File: src/qte_pkg.sv
// Shared types and constants for the quaternion to Euler angle converter.
package qte_pkg;

    localparam int PROD_W     = 32;
    localparam int SUM_W      = 35;
    localparam int CORDIC_W   = 36;
    localparam int SQRT_STEPS = 31;
    localparam int SQRT_W     = 62;
    localparam int THR_W      = 15;
    localparam logic [THR_W-1:0] THR_RESET = 15'd32765;

    localparam logic [31:0] ATAN_TAB [0:31] = '{
        32'd536870912, 32'd316933406, 32'd167458907, 32'd85004756,
        32'd42667331,  32'd21354465,  32'd10679838,  32'd5340245,
        32'd2670163,   32'd1335087,   32'd667544,    32'd333772,
        32'd166886,    32'd83443,     32'd41722,     32'd20861,
        32'd10430,     32'd5215,      32'd2608,      32'd1304,
        32'd652,       32'd326,       32'd163,       32'd81,
        32'd41,        32'd20,        32'd10,        32'd5,
        32'd3,         32'd1,         32'd1,         32'd0
    };

    typedef struct packed {
        logic signed [CORDIC_W-1:0] x;
        logic signed [CORDIC_W-1:0] y;
        logic [31:0]                z;
        logic                       zero;
    } t_cordic;

    typedef struct packed {
        logic [SQRT_W-1:0] v;
        logic [SQRT_W-1:0] res;
    } t_sqrt;

endpackage

File: src/qte_sqrt_cell.sv
// One registered step of the bit-by-bit integer square root.
module qte_sqrt_cell #(
    parameter int IDX = 0
) (
    input  logic          i_clk,
    input  qte_pkg::t_sqrt i_d,
    output qte_pkg::t_sqrt o_d
);
    import qte_pkg::*;

    localparam int BP = 60 - 2 * IDX;

    logic [SQRT_W-1:0] w_bit;
    logic [SQRT_W-1:0] w_trial;
    t_sqrt             n_d;
    t_sqrt             r_d;

    assign w_bit   = SQRT_W'(1) << BP;
    assign w_trial = i_d.res + w_bit;

    always_comb begin
        if (i_d.v >= w_trial) begin
            n_d.v   = i_d.v - w_trial;
            n_d.res = (i_d.res >> 1) + w_bit;
        end else begin
            n_d.v   = i_d.v;
            n_d.res = i_d.res >> 1;
        end
    end

    always_ff @(posedge i_clk) begin
        r_d <= n_d;
    end

    assign o_d = r_d;
endmodule

File: config.mk
export PLATFORM = sky130hd
export DESIGN_NAME = qte_sqrt_cell
export DESIGN_NICKNAME = d
export VERILOG_FILES = /design/src/qte_pkg.sv /design/src/qte_sqrt_cell.sv
export SDC_FILE = /design/constraint.sdc
export NUM_CORES = 1
export LEC_CHECK = 0
export BUFFER_PORTS_ARGS = -buffer_cell sky130_fd_sc_hd__buf_2
export CAP_MARGIN = 25
export CORE_UTILIZATION = 56
export DETAILED_ROUTE_END_ITERATION = 8
export GPL_TIMING_DRIVEN = 0
export PLACE_DENSITY = 0.87
export SLEW_MARGIN = 20
export SYNTH_ARGS = -nofsm -noshare
export SYNTH_HDL_FRONTEND = slang
export SYNTH_SLANG_ARGS = --single-unit
export TNS_END_PERCENT = 30
File: constraint.sdc
create_clock -name i_clk -period 9.9 [get_ports i_clk]
set_clock_uncertainty 0.1 [all_clocks]
set_input_delay 0.495 -clock i_clk [delete_from_list [all_inputs] [get_ports i_clk]]
set_output_delay 0.495 -clock i_clk [all_outputs]
set_load 0.005 [all_outputs]
# Word level (Yosys, flattened, before mapping)
# Index checks and enable logic that the tools add are counted.
[word_totals]
inputBits = 125
wordCells = 8
register_bits = 124
[op_classes]
order_cmp = 1
n_addsub = 3
n_mux = 1
[op_table]
columns = ["operator", "count"]
rows = [
  ["124-bit two-way mux", 1],
  ["61-bit by 61-bit adder with 62-bit output (second input constant)", 1],
  ["62-bit by 61-bit adder with 62-bit output (second input constant)", 1],
  ["62-bit >= comparator", 1],
  ["62-bit subtractor", 1],
]

# Depth between registers and ports, before layout
[depth]
ltp_word = 3
ltp_mapped = 14
mapped_depth_nobuf = 13

# Worst setup path before layout
# OpenSTA, ideal clock, no wires.
[synth_path]
path_kind = "in2reg"
startpoint = "input port i_d[2] (netlist bit)"
endpoint = "register r_d, in the netlist o_d[101]"
t_arrival_ns = 3.298
cell_stages = 13
setup_ns = 0.121
setup_slack_ns = 6.381
required_ns = 9.679
path_cell_list = "inv_1 -> ha_1 -> nor2b_4 -> o21bai_1 -> a21oi_1 -> o31a_2 -> o2111ai_2 -> a21oi_2 -> a31oi_4 -> o21ai_2 -> a211oi_4 -> buf_6 -> mux2_4"
[synth_rtl]
columns = ["item", "line", "text"]
rows = [
  ["start, declared", "qte_sqrt_cell.sv:6", "input qte_pkg::t_sqrt i_d,"],
  ["end signal, assigned", "qte_sqrt_cell.sv:32", "r_d <= n_d;"],
  ["end, declared", "qte_sqrt_cell.sv:16", "t_sqrt r_d;"],
]

==> metrics.md <==
| Metric | Value |
|---|---|
| Status | `complete, no violations` |
| Final setup slack of the worst path | `5.96 ns` |
| Mapped Area | `0.00764 sq mm` |
| Die area | `0.0141 sq mm` |
| Layout fillers | `964` |
| Max reg flops | `124` |
| Core Box Area | `0.0133 sq mm` |
| Final setup fails | `0` |
| Crit Path Class | `input port to flip-flop` |
| Minimum clock period | `3.94 ns` |
| Cts hold-fix bufs | `0` |
| Starting Density | `57.4%` |
| Max Cap Violations | `0` |
| CTS-repair resized insts | `0` |
| Routed len/inst | `15.7 um` |
| Slew @ Worst Pin | `0.796 ns` |
| CTS clock-pin slew for the worst setup and hold paths | `0.06 ns` |
| WL final | `20100 um` |
| Total Power | `1.71 mW` |
| Core Rows | `42` |
| Final period utilization | `39.8%` |
| Pin count of the biggest net entering global routing | `17` |
| Die height | `119 um` |
| Max stage delay cell, worst path | `a211oi_4` |
| Post-Syn Instances | `822` |
| GRT Total Usage | `28.8%` |
| First-pass GRT wire length | `32200 um` |
| Worst Hold Class | `input port to flip-flop` |
| Syn nets | `1010` |
| EDFF count, synth | `0` |
| Synth cell types | `68` |
| Critical path arrival | `4.15 ns` |
| CTS tree | `yes` |
| Yosys reg bits | `124` |
| Vias in the first global route | `6937` |
| Crit path required time | `10.11 ns` |
| RSZ-0062 raised after global routing | `no` |
| Initial detailed-routing violation count | `432` |
| Dpl hpwl | `15700 um` |
| Ant. Diodes | `0` |
| Critical Path Sink Type | `flip-flop` |
| Final ANT Viol Nets | `0` |
| DIE WIDTH | `119 um` |
| I/O pin count | `249` |
| LEAKAGE | `4.93 nW` |
| Post-synth top flop | `dfxtp_1` |
| CTS max path bufs | `2` |
| Vias per cell | `5.52` |
| Sinks on Clock Net | `124` |
| Nets | `1277` |
| Worst slack, placed | `5.55 ns` |
| VDD IR max | `101 uV` |
| Gr ovfl total | `0` |
| Critical path launch point type | `input port` |
| PD cells | `177 mW/mm^2` |
| GP Congestion | `0.936` |
| CTS Buf Count | `17` |
| H-tree depth | `4` |
| Crit path buffers/inverters | `3` |
| Max FO, Critical Path | `10` |
| Maximum clock frequency | `254 MHz` |
| Warnings from Yosys | `0` |
| Syn Area/Cell | `9.29 sq um` |
| Rel. slew slack | `46.8%` |
| Post-CTS Setup Inserts | `0` |
| DR pass1 iterations | `5` |
| CTS root buf | `clkbuf_16` |
| Critical-path cell list | `buf_2 -> inv_1 -> ha_1 -> fa_1 -> nor2b_4 -> o21bai_1 -> a21oi_1 -> o31a_2 -> o2111ai_2 -> a21oi_2 -> a31oi_4 -> o21ai_2 -> a211oi_4 -> buf_6 -> mux2_4` |
| Final Max Tran Viols | `0` |
| Post-route DRC | `0` |
| Post-Route Setup TNS | `0 ns` |
| IO Port Bufs | `248` |
| Initial antenna violation count | `0` |
| Share of cells above drive strength 1 | `35.3%` |
| P&R area growth vs syn | `26.8%` |
| Worst path max stage delay | `0.71 ns` |
| Delay-heaviest family, CP | `compound AO/OA/AOI/OAI gates` |
| Post-synth ARST share | `0%` |
| Final hold vios | `0` |
| Via count | `7050` |
| Sequential fraction of the synthesis area | `32.5%` |
-- layout by cell type (no fill, tap or decap), drive strengths merged, types with 4 or more instances in the layout --
cell / Yosys / routed
nor3: 9 / 9
nor2: 34 / 34
xor2: 22 / 22
o31ai: 4 / 4
buf: 22 / 270
o211ai: 8 / 8
a21oi: 85 / 85
clkbuf: 7 / 28
mux2: 59 / 59
nand2b: 4 / 4
xnor2: 39 / 39
or3: 4 / 4
o21a: 7 / 7
clkinvlp: 0 / 5
a21boi: 6 / 6
o21bai: 11 / 11
and3: 5 / 5
a211oi: 7 / 7
clkinv: 0 / 4
a21o: 28 / 28
o21ai: 44 / 44
nand3: 11 / 11
ha: 62 / 62
inv: 74 / 74
nand4: 20 / 20
nor2b: 6 / 6
a31oi: 12 / 12
nand2: 63 / 63
and2: 7 / 7
dfxtp: 124 / 124
-- cell usage after synthesis, types with 7 or more instances --
master | number | area, sq um
dfxtp_1 | 124 | 2480
mux2_4 | 55 | 826
o211ai_1 | 8 | 60.1
a31oi_1 | 11 | 68.8
nor3_1 | 9 | 45.0
nor2_1 | 34 | 128
nand3_1 | 11 | 55.1
xnor2_1 | 39 | 342
buf_4 | 9 | 67.6
xor2_1 | 22 | 193
a21o_1 | 26 | 195
nand4_1 | 20 | 125
ha_1 | 62 | 776
o21a_1 | 7 | 52.6
a21oi_1 | 82 | 410
o21ai_0 | 43 | 215
o21bai_1 | 11 | 82.6
inv_1 | 74 | 278
buf_6 | 12 | 135
nand2_1 | 63 | 236
-- cells by family (layout without fill, tap and decap cells) --
logic type	Yosys count	in the layout	synth area share, %
DFF	124	124	32.5
buffers and inverters	110	390	7.98
AOI/OAI and AO/OA	230	230	19.4
xor gates and xnor gates	61	61	7.00
muxes	62	62	11.8
and+or+nand+nor	172	172	10.9
adders and majority gates	63	63	10.4
-- report_power, final --
part / leakage [nW] / internal, mW / switching (mW)
Clock: 0.277 / 0.388 / 0.230
Combinational: 3.61 / 0.259 / 0.254
Sequential: 1.05 / 0.565 / 0.0155
Total: 4.93 / 1.21 / 0.500
-- through the flow --
| step | hold slack [ns] | std cells | area [sq um] | utilization [%] |
|---|---|---|---|---|
| final | 0.0803 | 1278 | 9690 | 72.9 |
| after global placement | 0.511 | 1246 | 9100 | 68.4 |
| after global routing | 0.0705 | 1278 | 9690 | 72.9 |
| after CTS | 0.0709 | 1278 | 9690 | 72.9 |
| after detailed placement | 0.512 | 1246 | 9100 | 68.4 |
| after floorplan | 0.423 | 822 | 7640 | - |
-- layer usage --
metal  vias to the layer above  share of wire, %  GRT usage (%)
li1                       3419                 -              -
met1                      3274                40           32.6
met2                       324                50           51.5
met3                        33               6.9           7.72
met4                         0               2.5           10.2
met5                         -                 0              0
-- layout make-up --
cell class	count	area (sq um)	share of cell area [%]
clock inverter	11	118	1.21
clock buffer	21	470	4.86
tap	176	220	2.27
multi-input combinational	588	4550	46.9
sequential	124	2480	25.6
timing repair buffer	248	1240	12.8
buffer	36	332	3.42
inverter	74	278	2.87
-- worst paths after layout --
path,start,slack [ns],to,cells after the start
setup / recovery,i_d[62],5.96,o_d[99]$_DFF_P_,15
hold / removal,i_d[33],0.08,o_d[32]$_DFF_P_,1
(Power assumes the default switching activity.)
